File: config.mk
export PLATFORM = sky130hd
export DESIGN_NAME = software_breakpoint_table
export DESIGN_NICKNAME = d
export VERILOG_FILES = /design/src/rtl/sbt_pkg.sv /design/src/rtl/sbt_cell.sv /design/src/rtl/sbt_ctrl.sv /design/src/rtl/software_breakpoint_table.sv
export SDC_FILE = /design/constraint.sdc
export NUM_CORES = 2
export LEC_CHECK = 0
export BUFFER_PORTS_ARGS = -buffer_cell sky130_fd_sc_hd__buf_2
export CAP_MARGIN = 10
export CORE_UTILIZATION = 43
export CTS_CLUSTER_DIAMETER = 150
export DETAILED_ROUTE_END_ITERATION = 16
export PLACE_DENSITY = 0.55
export SLEW_MARGIN = 20
export SYNTH_ARGS = -nofsm -noshare
export SYNTH_HDL_FRONTEND = slang
export SYNTH_SLANG_ARGS = --single-unit
File: constraint.sdc
create_clock -name clk -period 168.4 [get_ports clk]
set_input_delay 25.26 -clock clk [delete_from_list [all_inputs] [get_ports clk]]
set_output_delay 25.26 -clock clk [all_outputs]
set_load 0.02 [all_outputs]
File: src/rtl/sbt_pkg.sv
// types and constants of the software breakpoint table
// no dependencies
package sbt_pkg;

	localparam logic [2:0] OP_ADD         = 3'd0;
	localparam logic [2:0] OP_DELETE      = 3'd1;
	localparam logic [2:0] OP_INCLUDE     = 3'd2;
	localparam logic [2:0] OP_EXCLUDE     = 3'd3;
	localparam logic [2:0] OP_CLEAR_SPACE = 3'd4;
	localparam logic [2:0] OP_CLEAR_ALL   = 3'd5;

	localparam logic [1:0] ST_OK        = 2'd0;
	localparam logic [1:0] ST_EXISTS    = 2'd1;
	localparam logic [1:0] ST_FULL      = 2'd2;
	localparam logic [1:0] ST_NOT_FOUND = 2'd3;

	localparam logic [7:0] TRAP_OPCODE = 8'hCC;

	typedef struct packed {
		logic [2:0]  operation;
		logic [15:0] space_id;
		logic [47:0] address;
		logic [7:0]  data_byte;
	} sbt_req_t;

	typedef struct packed {
		logic [1:0]  status;
		logic [7:0]  out_byte;
		logic        hit;
		logic [15:0] entry_space;
		logic [47:0] entry_address;
		logic        last;
	} sbt_rsp_t;

	typedef struct packed {
		logic        valid;
		logic [15:0] space;
		logic [47:0] address;
		logic [7:0]  saved_byte;
	} sbt_entry_t;

	typedef enum logic [2:0] {
		S_IDLE,
		S_WALK,
		S_APPLY,
		S_RESP,
		S_DRAIN
	} sbt_state_t;

endpackage

File: src/rtl/sbt_cell.sv
// one slot of the breakpoint ring, shifts its entry to the neighbor
// depends on sbt_pkg
module sbt_cell (
	input  logic                clk,
	input  logic                arst_n,
	input  logic                shift_en,
	input  sbt_pkg::sbt_entry_t entry_in,
	output sbt_pkg::sbt_entry_t entry_out
);

	logic        valid_q;
	logic [15:0] space_q;
	logic [47:0] address_q;
	logic [7:0]  saved_byte_q;

	always_ff @(posedge clk or negedge arst_n) begin
		if (!arst_n) begin
			valid_q <= 1'b0;
		end else if (shift_en) begin
			valid_q <= entry_in.valid;
		end
	end

	always_ff @(posedge clk) begin
		if (shift_en) begin
			space_q      <= entry_in.space;
			address_q    <= entry_in.address;
			saved_byte_q <= entry_in.saved_byte;
		end
	end

	assign entry_out.valid      = valid_q;
	assign entry_out.space      = space_q;
	assign entry_out.address    = address_q;
	assign entry_out.saved_byte = saved_byte_q;

endmodule

File: src/rtl/sbt_ctrl.sv
// sequencer of the breakpoint ring: walks the head slot, rewrites it, builds results
// depends on sbt_pkg
module sbt_ctrl #(
	parameter int ENTRIES = 64
) (
	input  logic                clk,
	input  logic                arst_n,
	input  logic                req_valid,
	output logic                req_stall,
	input  sbt_pkg::sbt_req_t   req,
	output logic                rsp_valid,
	input  logic                rsp_stall,
	output sbt_pkg::sbt_rsp_t   rsp,
	input  sbt_pkg::sbt_entry_t head,
	output logic                shift_en,
	output sbt_pkg::sbt_entry_t wb
);

	localparam int IDX_W = (ENTRIES > 1) ? $clog2(ENTRIES) : 1;
	localparam logic [IDX_W-1:0] LAST_IDX = IDX_W'(ENTRIES - 1);

	sbt_pkg::sbt_state_t state_q, state_d;
	sbt_pkg::sbt_req_t   req_q;
	logic [IDX_W-1:0]    cnt_q;
	logic                match_q;
	logic [7:0]          match_byte_q;
	logic                free_q;
	logic [IDX_W-1:0]    free_idx_q;
	logic                pend_valid_q;
	sbt_pkg::sbt_rsp_t   pend_q;
	logic                out_valid_q;
	sbt_pkg::sbt_rsp_t   out_q;

	logic              accept;
	logic              op_known;
	logic              hit_now;
	logic              match_nx;
	logic              free_nx;
	logic              wrap;
	logic              out_free;
	logic              push;
	sbt_pkg::sbt_rsp_t push_data;
	sbt_pkg::sbt_rsp_t resp_d;
	sbt_pkg::sbt_rsp_t head_rsp;

	assign req_stall = (state_q != sbt_pkg::S_IDLE);
	assign accept    = req_valid && !req_stall;
	assign op_known  = (req.operation <= sbt_pkg::OP_CLEAR_ALL);
	assign hit_now   = head.valid && (head.space == req_q.space_id)
		&& (head.address == req_q.address);
	assign match_nx  = match_q || hit_now;
	assign free_nx   = free_q || !head.valid;
	assign wrap      = (cnt_q == LAST_IDX);
	assign out_free  = !out_valid_q || !rsp_stall;

	always_comb begin
		head_rsp               = '0;
		head_rsp.status        = sbt_pkg::ST_OK;
		head_rsp.out_byte      = head.saved_byte;
		head_rsp.hit           = 1'b1;
		head_rsp.entry_space   = head.space;
		head_rsp.entry_address = head.address;
	end

	// single result of every operation but clear all
	always_comb begin
		resp_d      = '0;
		resp_d.last = 1'b1;
		unique case (req_q.operation)
			sbt_pkg::OP_ADD: begin
				if (match_q) begin
					resp_d.status = sbt_pkg::ST_EXISTS;
					resp_d.hit    = 1'b1;
				end else if (free_q) begin
					resp_d.out_byte = sbt_pkg::TRAP_OPCODE;
				end else begin
					resp_d.status = sbt_pkg::ST_FULL;
				end
			end
			sbt_pkg::OP_DELETE: begin
				if (match_q) begin
					resp_d.out_byte = match_byte_q;
					resp_d.hit      = 1'b1;
				end else begin
					resp_d.status = sbt_pkg::ST_NOT_FOUND;
				end
			end
			sbt_pkg::OP_INCLUDE: begin
				resp_d.out_byte = match_q ? sbt_pkg::TRAP_OPCODE : req_q.data_byte;
				resp_d.hit      = match_q;
			end
			sbt_pkg::OP_EXCLUDE: begin
				resp_d.out_byte = match_q ? match_byte_q : req_q.data_byte;
				resp_d.hit      = match_q;
			end
			default: begin
			end
		endcase
	end

	always_comb begin
		state_d = state_q;
		unique case (state_q)
			sbt_pkg::S_IDLE: begin
				if (accept && op_known) begin
					state_d = sbt_pkg::S_WALK;
				end
			end
			sbt_pkg::S_WALK: begin
				if (shift_en && wrap) begin
					if (req_q.operation == sbt_pkg::OP_CLEAR_ALL) begin
						state_d = sbt_pkg::S_DRAIN;
					end else if (req_q.operation == sbt_pkg::OP_ADD && !match_nx && free_nx) begin
						state_d = sbt_pkg::S_APPLY;
					end else begin
						state_d = sbt_pkg::S_RESP;
					end
				end
			end
			sbt_pkg::S_APPLY: begin
				if (wrap) begin
					state_d = sbt_pkg::S_RESP;
				end
			end
			sbt_pkg::S_RESP, sbt_pkg::S_DRAIN: begin
				if (out_free) begin
					state_d = sbt_pkg::S_IDLE;
				end
			end
			default: begin
				state_d = sbt_pkg::S_IDLE;
			end
		endcase
	end

	always_comb begin
		shift_en  = 1'b0;
		wb        = head;
		push      = 1'b0;
		push_data = resp_d;
		unique case (state_q)
			sbt_pkg::S_WALK: begin
				if (req_q.operation == sbt_pkg::OP_CLEAR_ALL) begin
					// previous restore leaves only once the next one is known
					if (head.valid && pend_valid_q) begin
						shift_en  = out_free;
						push      = out_free;
						push_data = pend_q;
					end else begin
						shift_en = 1'b1;
					end
					if (head.valid) begin
						wb.valid = 1'b0;
					end
				end else begin
					shift_en = 1'b1;
					if (hit_now && req_q.operation == sbt_pkg::OP_DELETE) begin
						wb.valid = 1'b0;
					end
					if (hit_now && req_q.operation == sbt_pkg::OP_INCLUDE) begin
						wb.saved_byte = req_q.data_byte;
					end
					if (req_q.operation == sbt_pkg::OP_CLEAR_SPACE && head.valid
						&& head.space == req_q.space_id) begin
						wb.valid = 1'b0;
					end
				end
			end
			sbt_pkg::S_APPLY: begin
				shift_en = 1'b1;
				if (cnt_q == free_idx_q) begin
					wb.valid      = 1'b1;
					wb.space      = req_q.space_id;
					wb.address    = req_q.address;
					wb.saved_byte = req_q.data_byte;
				end
			end
			sbt_pkg::S_RESP: begin
				push = out_free;
			end
			sbt_pkg::S_DRAIN: begin
				push = out_free;
				if (pend_valid_q) begin
					push_data      = pend_q;
					push_data.last = 1'b1;
				end else begin
					push_data      = '0;
					push_data.last = 1'b1;
				end
			end
			default: begin
			end
		endcase
	end

	always_ff @(posedge clk or negedge arst_n) begin
		if (!arst_n) begin
			state_q      <= sbt_pkg::S_IDLE;
			cnt_q        <= '0;
			match_q      <= 1'b0;
			free_q       <= 1'b0;
			pend_valid_q <= 1'b0;
			out_valid_q  <= 1'b0;
		end else begin
			state_q <= state_d;
			if (accept) begin
				cnt_q        <= '0;
				match_q      <= 1'b0;
				free_q       <= 1'b0;
				pend_valid_q <= 1'b0;
			end else if (shift_en) begin
				cnt_q <= wrap ? '0 : cnt_q + 1'b1;
				if (state_q == sbt_pkg::S_WALK) begin
					match_q <= match_nx;
					free_q  <= free_nx;
					if (head.valid) begin
						pend_valid_q <= 1'b1;
					end
				end
			end
			if (push) begin
				out_valid_q <= 1'b1;
			end else if (!rsp_stall) begin
				out_valid_q <= 1'b0;
			end
		end
	end

	always_ff @(posedge clk) begin
		if (accept) begin
			req_q <= req;
		end
		if (shift_en && state_q == sbt_pkg::S_WALK) begin
			if (hit_now) begin
				match_byte_q <= head.saved_byte;
			end
			if (!free_q && !head.valid) begin
				free_idx_q <= cnt_q;
			end
			if (head.valid) begin
				pend_q <= head_rsp;
			end
		end
		if (push) begin
			out_q <= push_data;
		end
	end

	assign rsp_valid = out_valid_q;
	assign rsp       = out_q;

endmodule

File: src/rtl/software_breakpoint_table.sv
// software breakpoint table: ring of slot cells walked past one head slot
// depends on sbt_pkg, sbt_cell, sbt_ctrl
//
// channel   signals                      payload
// request   req_valid / req_stall        req (sbt_req_t)
// response  rsp_valid / rsp_stall        rsp (sbt_rsp_t)
//
// every known operation rotates the whole ring once; an unknown operation is accepted with no response
// a new add rotates twice, once to search and once to write
// clear all gives one transaction per valid slot (one empty final one if none), ring pauses while rsp_stall holds
// reset empties the table at once; slot payload is not cleared
// req_stall is high from acceptance until the last response is registered
module software_breakpoint_table #(
	parameter int ENTRIES = 64
) (
	input  logic              clk,
	input  logic              arst_n,
	input  logic              req_valid,
	output logic              req_stall,
	input  sbt_pkg::sbt_req_t req,
	output logic              rsp_valid,
	input  logic              rsp_stall,
	output sbt_pkg::sbt_rsp_t rsp
);

	sbt_pkg::sbt_entry_t ring [ENTRIES];
	sbt_pkg::sbt_entry_t wb;
	logic                shift_en;

	sbt_ctrl #(
		.ENTRIES(ENTRIES)
	) u_ctrl (
		.clk       (clk),
		.arst_n    (arst_n),
		.req_valid (req_valid),
		.req_stall (req_stall),
		.req       (req),
		.rsp_valid (rsp_valid),
		.rsp_stall (rsp_stall),
		.rsp       (rsp),
		.head      (ring[0]),
		.shift_en  (shift_en),
		.wb        (wb)
	);

	for (genvar i = 0; i < ENTRIES; i++) begin : g_cell
		if (i == ENTRIES - 1) begin : g_tail
			sbt_cell u_cell (
				.clk       (clk),
				.arst_n    (arst_n),
				.shift_en  (shift_en),
				.entry_in  (wb),
				.entry_out (ring[i])
			);
		end else begin : g_body
			sbt_cell u_cell (
				.clk       (clk),
				.arst_n    (arst_n),
				.shift_en  (shift_en),
				.entry_in  (ring[i+1]),
				.entry_out (ring[i])
			);
		end
	end

endmodule

Word level (Yosys, flattened, before mapping)
Cells that the tools add are included.
{"block": "word_totals", "ff_bits": 4922, "latch_bits": 0, "ram_bits": 0, "romBits": 0, "inputBits": 79, "output_inout_bits": 78, "elab_cells": 385, "memories": 0}
{"block": "op_classes", "add_sub_neg": 1, "mul": 0, "div": 0, "n_lt_le_gt_ge": 1, "n_eq_ne": 18, "shifts": 0, "n_mux": 52, "bitwise": 0, "n_reduce_logical": 36}
{"operator": "2-to-1 mux 76 bit", "count": 2}
{"operator": "case mux 76 bit (2 select lines)", "count": 1}
{"operator": "2-to-1 mux 74 bit", "count": 1}
{"operator": "2-to-1 mux 73 bit", "count": 1}
{"operator": "2-to-1 mux 64 bit", "count": 1}
{"operator": "== test 48 bit", "count": 1}
{"operator": "2-to-1 mux 8 bit", "count": 6}
{"operator": "case mux 9 bit (4 select lines)", "count": 1}
{"operator": "2-to-1 mux 1 bit", "count": 21}
{"operator": "2-to-1 mux 6 bit", "count": 3}
{"operator": "== test 16 bit", "count": 1}
{"operator": "case mux 8 bit (2 select lines)", "count": 1}
{"operator": "2-to-1 mux 3 bit", "count": 5}
{"operator": "logical AND 1 bit", "count": 14}
{"operator": "== test 3 x 2 -> 1 bit (second input constant)", "count": 4}
{"operator": "case mux 3 bit (4 select lines)", "count": 1}
{"operator": "inequality test 2 x 1 -> 1 bit (second input constant)", "count": 5}
{"operator": "== test 3 bit (second input constant)", "count": 3}
{"operator": "2-to-1 mux 9 bit", "count": 1}
{"operator": "AND reduction 2 bit", "count": 4}
{"operator": "adder 6 x 1 -> 6 bit (second input constant)", "count": 1}
{"operator": "== test 3 x 1 -> 1 bit (second input constant)", "count": 2}
{"operator": "== test 6 bit", "count": 1}
{"operator": "== test 6 bit (second input constant)", "count": 1}
{"operator": "other kinds (12)", "count": 26}

Longest topological paths before layout
{"block": "logic_depth", "depth_word": 11, "mapped_depth": 9}

Hierarchy
A second synthesis with hierarchy kept.
{"block": "unflattened", "hier_cells": 5440, "area_unflattened_um2": 151801.8}
{"module": "sbt_cell", "n_inst": 64, "cells_each": 75, "area_each_um2": 2209.6, "seq_area_each_um2": 2187.1}
{"module": "sbt_ctrl", "n_inst": 1, "cells_each": 640, "area_each_um2": 10386.2, "seq_area_each_um2": 7442.1}

Worst setup path before layout
No wires, ideal clock.
{"block": "synth_timing", "path_kind": "in2reg", "startpoint": "in rsp_stall", "endpoint": "reg g_cell[0].g_body.u_cell.address_q[0], enable pin", "setup_time_ps": 6780, "arrival_ps": 149739, "setup_slack_ps": 11880, "stages": 5, "path_buffers": 1, "cell_sequence": "nand2_1 -> o31ai_1 -> a21o_1 -> inv_2 -> clkbuf_1"}
{"block": "synth_between", "elab_chain_len": 5}
{"item": "start: declaration", "line_no": "software_breakpoint_table.sv:22", "text": "input logic rsp_stall,"}
{"item": "zero test 1 bit", "line_no": "sbt_ctrl.sv:54", "text": "assign out_free = !out_valid_q || !rsp_stall;"}
{"item": "logical OR 1 bit", "line_no": "sbt_ctrl.sv:54"}
{"item": "2-to-1 mux 1 bit", "line_no": "sbt_ctrl.sv:145", "text": "if (head.valid && pend_valid_q) begin"}
{"item": "2-to-1 mux 1 bit", "line_no": "sbt_ctrl.sv:143", "text": "if (req_q.operation == sbt_pkg::OP_CLEAR_ALL) begin"}
{"item": "case mux 1 bit (2 select lines)", "line_no": "sbt_ctrl.sv:141", "text": "unique case (state_q)"}
{"item": "net g_cell[0].g_body.u_cell.shift_en", "line_no": "sbt_cell.sv:6", "text": "input logic shift_en,"}
{"item": "end signal: assignment", "line_no": "sbt_cell.sv:27", "text": "address_q <= entry_in.address;"}
{"item": "end: declaration", "line_no": "sbt_cell.sv:13", "text": "logic [47:0] address_q;"}
The timed path passes the listed nets, and every way through them passes these cells.
A chain may end at the register's enable or synchronous reset.

Worst setup path in the final report
{"block": "layout_timing", "startpoint": "in rsp_stall", "endpoint": "reg g_cell[44].g_body.u_cell.space_q[14], enable pin"}
{"block": "layout_between", "elab_chain_len": 5}
{"item": "zero test 1 bit", "line_no": "sbt_ctrl.sv:54"}
{"item": "logical OR 1 bit", "line_no": "sbt_ctrl.sv:54"}
{"item": "2-to-1 mux 1 bit", "line_no": "sbt_ctrl.sv:145"}
{"item": "2-to-1 mux 1 bit", "line_no": "sbt_ctrl.sv:143"}
{"item": "case mux 1 bit (2 select lines)", "line_no": "sbt_ctrl.sv:141"}
{"item": "end signal: assignment", "line_no": "sbt_cell.sv:26", "text": "space_q <= entry_in.space;"}
{"item": "end: declaration", "line_no": "sbt_cell.sv:12", "text": "logic [15:0] space_q;"}
Every way passes these cells.

==> run_results.csv <==
group,metric,value,unit
detailed_routing,routed-via-count,51900,
synthesis,netlist_instances,5534,
timing,timing.fmax,30.9,MHz
floorplanning,initial_utilization,0.432,
finish,n_fill_cell,27200,
global_route,grtUsageTotal,0.116,
synthesis,ys_seq_area_frac,0.975,
placement,dp_hpwl,103000,um
floorplanning,core.rowCount,217,
worst_setup_path,slowest_delay,0.94,ns
synthesis,ys_async_sr_fraction,0.0156,
hold_path,min_path_type,"flop to flop",
floorplanning,ioPinCount,157,
worst_setup_path,rrSetupSlack,159.69,ns
timing,final.setup.tns,0,ns
timing,rsz0062_at_grt,"no",
finish,fin_util,0.495,
timing,slew_headroom,0.240,
run,cap_violations,0,
detailed_routing,routed_wl,207000,um
synthesis,synth_cell_types,45,
timing,period_share,0.192,
cts,cts_setup_buffers,0,
finish,drive_gt1_frac,0.145,
cts,path_clk_slew,0.06,ns
timing,finClkSkew,0.0808,ns
worst_setup_path,crit_top_cell,"buf_4",
cts,cts.repair.resized,0,
cts,htree_levels,5,
cts,root_buffer,"clkbuf_16",
floorplanning,fp.dieH,595,um
floorplanning,coreArea,0.350,sq mm
worst_setup_path,rr_startpoint,"u_ctrl.req_q[72]",
cts,clk_path_buf_depth,4,
detailed_routing,remaining_drc_errors,0,
hold_path,worstHoldPathCells,0,
worst_setup_path,path_class,"input port to flop",
global_route,grt_antenna_before_repair,11,
synthesis,synth_nets,5614,
worst_setup_path,path_delay_family,"buffers and inverters",
finish,area_growth,14.5,%
worst_setup_path,cp_num_buf_inv,10,
pwr,p_per_area,20.3,mW/mm^2
worst_setup_path,crit_required,168.98,ns
detailed_routing,drt_iter0_drc,5388,
timing,tightestPinTransition,1.14,ns
global_route,first_global_vias,51100,
detailed_routing,first_pass_iters,7,
worst_setup_path,r2r-end,"g_cell[44].g_body.u_cell.space_q[14]",
floorplanning,die-area,0.354,sq mm
cts,clock_latency,1.00,ns
timing,hold_viol_final,0,
synthesis,synth_commonest_cells,"edfxtp_1 (4845), nand2_1 (213), dfrtp_1 (77)",
placement,numPortBuffers,156,
global_route,grt_pass1_wl,318000,um
floorplanning,chipWidth,595,um
synthesis,synth_edf_count,4845,
worst_setup_path,worst_setup_path_start_kind,"input port",
synthesis,synth_area_per_cell,27.3,sq um
placement,place_congestion,0.730,
timing,fin_crit,32.35,ns
finish,fin_cells,11200,
hold_path,hp-start,"g_cell[9].g_body.u_cell.address_q[2]",
detailed_routing,wl_per_cell,18.6,um
cts,postCtsHoldBufs,0,
detailed_routing,vias_per_cell,4.65,
worst_setup_path,crit_path_max_fanout,183,
synthesis,synth.most_common_cell,"edfxtp_1",
pwr,power_leakage,52.1,nW
synthesis,synth_seq_cells,4922,
global_route,overflow,0,
worst_setup_path,crit_path_cell_trace,"buf_2 -> nand2_1 -> o31ai_1 -> a21o_2 -> buf_4 -> inv_8 -> buf_4 -> buf_4 -> buf_12 -> buf_4 -> buf_4 -> buf_4 -> buf_4",
global_route,grt_start_max_net_pins,225,
worst_setup_path,end_kind,"flop",
synthesis,yosysWarnings,0,
detailed_routing,antenna_left,0,
synthesis,ys.flop_type,"edfxtp_1",
placement,dp.cells,10300,
cts,tritoncts,"yes",
worst_setup_path,reg2reg_depth,12,
timing,setup_viol,0,
worst_setup_path,cp.arrival,32.93,ns
worst_setup_path,cp_slowest_cell,"buf_4",
synthesis,synthTopCellsByArea,"edfxtp_1 (96%), dfrtp_1 (1.3%), mux2_2 (0.54%), nand2_1 (0.53%), xor2_1 (0.31%)",
synthesis,yosysTopAreaCell,"edfxtp_1",
pwr,irDropWorstVdd,0.0205,mV
timing,slew_violations,0,
synthesis,syn_area,0.151,sq mm
cts,cts_sinks,4922,
cts,cts-buffers-inserted,463,
outcome,status,"complete, no violations",
finish,nets,6260,
synthesis,synth_top_area_share,0.962,
hold_path,whs_endpoint,"g_cell[8].g_body.u_cell.address_q[2]",
[report_power, final]
group / total (mW) / internal, mW / switching (mW)
clock: 1.01 / 0.573 / 0.434
combinational: 0.353 / 0.0263 / 0.327
sequential: 2.15 / 2.04 / 0.113
[kinds of logic (layout without fill, tap and decap cells)]
| kind of cell | after synthesis | in the layout | synth area share |
|---|---|---|---|
| AO/OA/AOI/OAI | 56 | 56 | 0.00247 |
| flip-flops | 4922 | 4922 | 0.975 |
| buffers and inverters | 50 | 1087 | 0.00150 |
| adder cells (fa/ha/maj) | 1 | 1 | 0.0000827 |
| other | 0 | 1 | 0 |
| multiplexers | 73 | 73 | 0.00543 |
| AND/OR/NAND/NOR | 359 | 359 | 0.0112 |
| XOR/XNOR | 73 | 73 | 0.00423 |
[registers in the layout, summed over array words and instances (netlist names), 48 cells and up]
name / cells
g_cell.g_tail.u_cell.address_q: 48
u_ctrl.req_q: 75
u_ctrl.pend_q: 72
u_ctrl.rsp: 76
g_cell.g_body.u_cell.valid_q: 63
g_cell.g_body.u_cell.address_q: 3024
g_cell.g_body.u_cell.saved_byte_q: 504
g_cell.g_body.u_cell.space_q: 1008
[cell type report]
| cell class | count | area (sq um) | area share |
|---|---|---|---|
| antenna | 1 | 2.50 | 0.0000145 |
| clock buffer | 570 | 12000 | 0.0695 |
| clock inverter | 286 | 2870 | 0.0166 |
| inverter | 5 | 26.3 | 0.000152 |
| multi-input combinational | 562 | 3590 | 0.0207 |
| sequential | 4922 | 147000 | 0.851 |
| tap | 4599 | 5750 | 0.0332 |
| timing repair buffer | 226 | 1450 | 0.00838 |
[placed cells by master, fill, tap and decap left out, types with 3 or more instances in the layout]
cell	n
buf_6	6
xnor2_1	20
and3_1	68
mux2_2	72
inv_1	4
nor3_1	7
inv_16	5
clkinv_16	13
bufinv_16	41
nor4_1	13
clkinv_2	90
edfxtp_1	4845
nand3_1	9
clkbuf_1	104
dfrtp_1	76
xor2_1	53
nor2b_1	5
nand2b_1	3
clkbuf_16	465
clkinv_8	7
clkinvlp_4	16
a21o_1	4
and2_1	5
nand2_1	213
buf_12	8
buf_2	155
a22o_1	6
o31ai_1	4
clkinv_1	108
buf_4	56
nand4_1	7
nand3b_1	3
nor2_1	12
a21oi_1	20
clkinv_4	3
o21ai_0	10
[stage by stage]
step / area (sq um) / hold WS [ns] / power (mW) / worst slack [ns]
6_report: 173000 / 0.375 / 3.51 / 136.05
5_1_grt: 173000 / 0.373 / 3.68 / 135.32
4_1_cts: 173000 / 0.371 / 3.57 / 136.04
3_5_place_dp: 158000 / 0.405 / 2.54 / 134.89
3_3_place_gp: 158000 / 0.400 / 2.52 / 135.21
2_1_floorplan: 151000 / 0.400 / 6.17 / 11.88
[per-layer routing]
layer / share of wire / vias to the layer above / track usage
li1: - / 23600 / -
met1: 0.48 / 27000 / 0.178
met2: 0.44 / 959 / 0.163
met3: 0.046 / 427 / 0.0248
met4: 0.034 / 4 / 0.0445
met5: 0.00012 / - / 0
[worst max path at each step]
stage | from | to | slack [ns] | cells after the start
floorplan | rsp_stall | g_cell[0].g_body.u_cell.address_q[0] | 11.88 | 5
global placement | rsp_stall | g_cell[47].g_body.u_cell.space_q[12] | 135.21 | 13
detailed placement | rsp_stall | g_cell[46].g_body.u_cell.space_q[12] | 134.89 | 13
CTS | rsp_stall | g_cell[43].g_body.u_cell.space_q[12] | 136.04 | 13
global route | rsp_stall | g_cell[42].g_body.u_cell.space_q[14] | 135.32 | 13
finish | rsp_stall | g_cell[44].g_body.u_cell.space_q[14] | 136.05 | 13
Power figures use the tool's default switching activity.
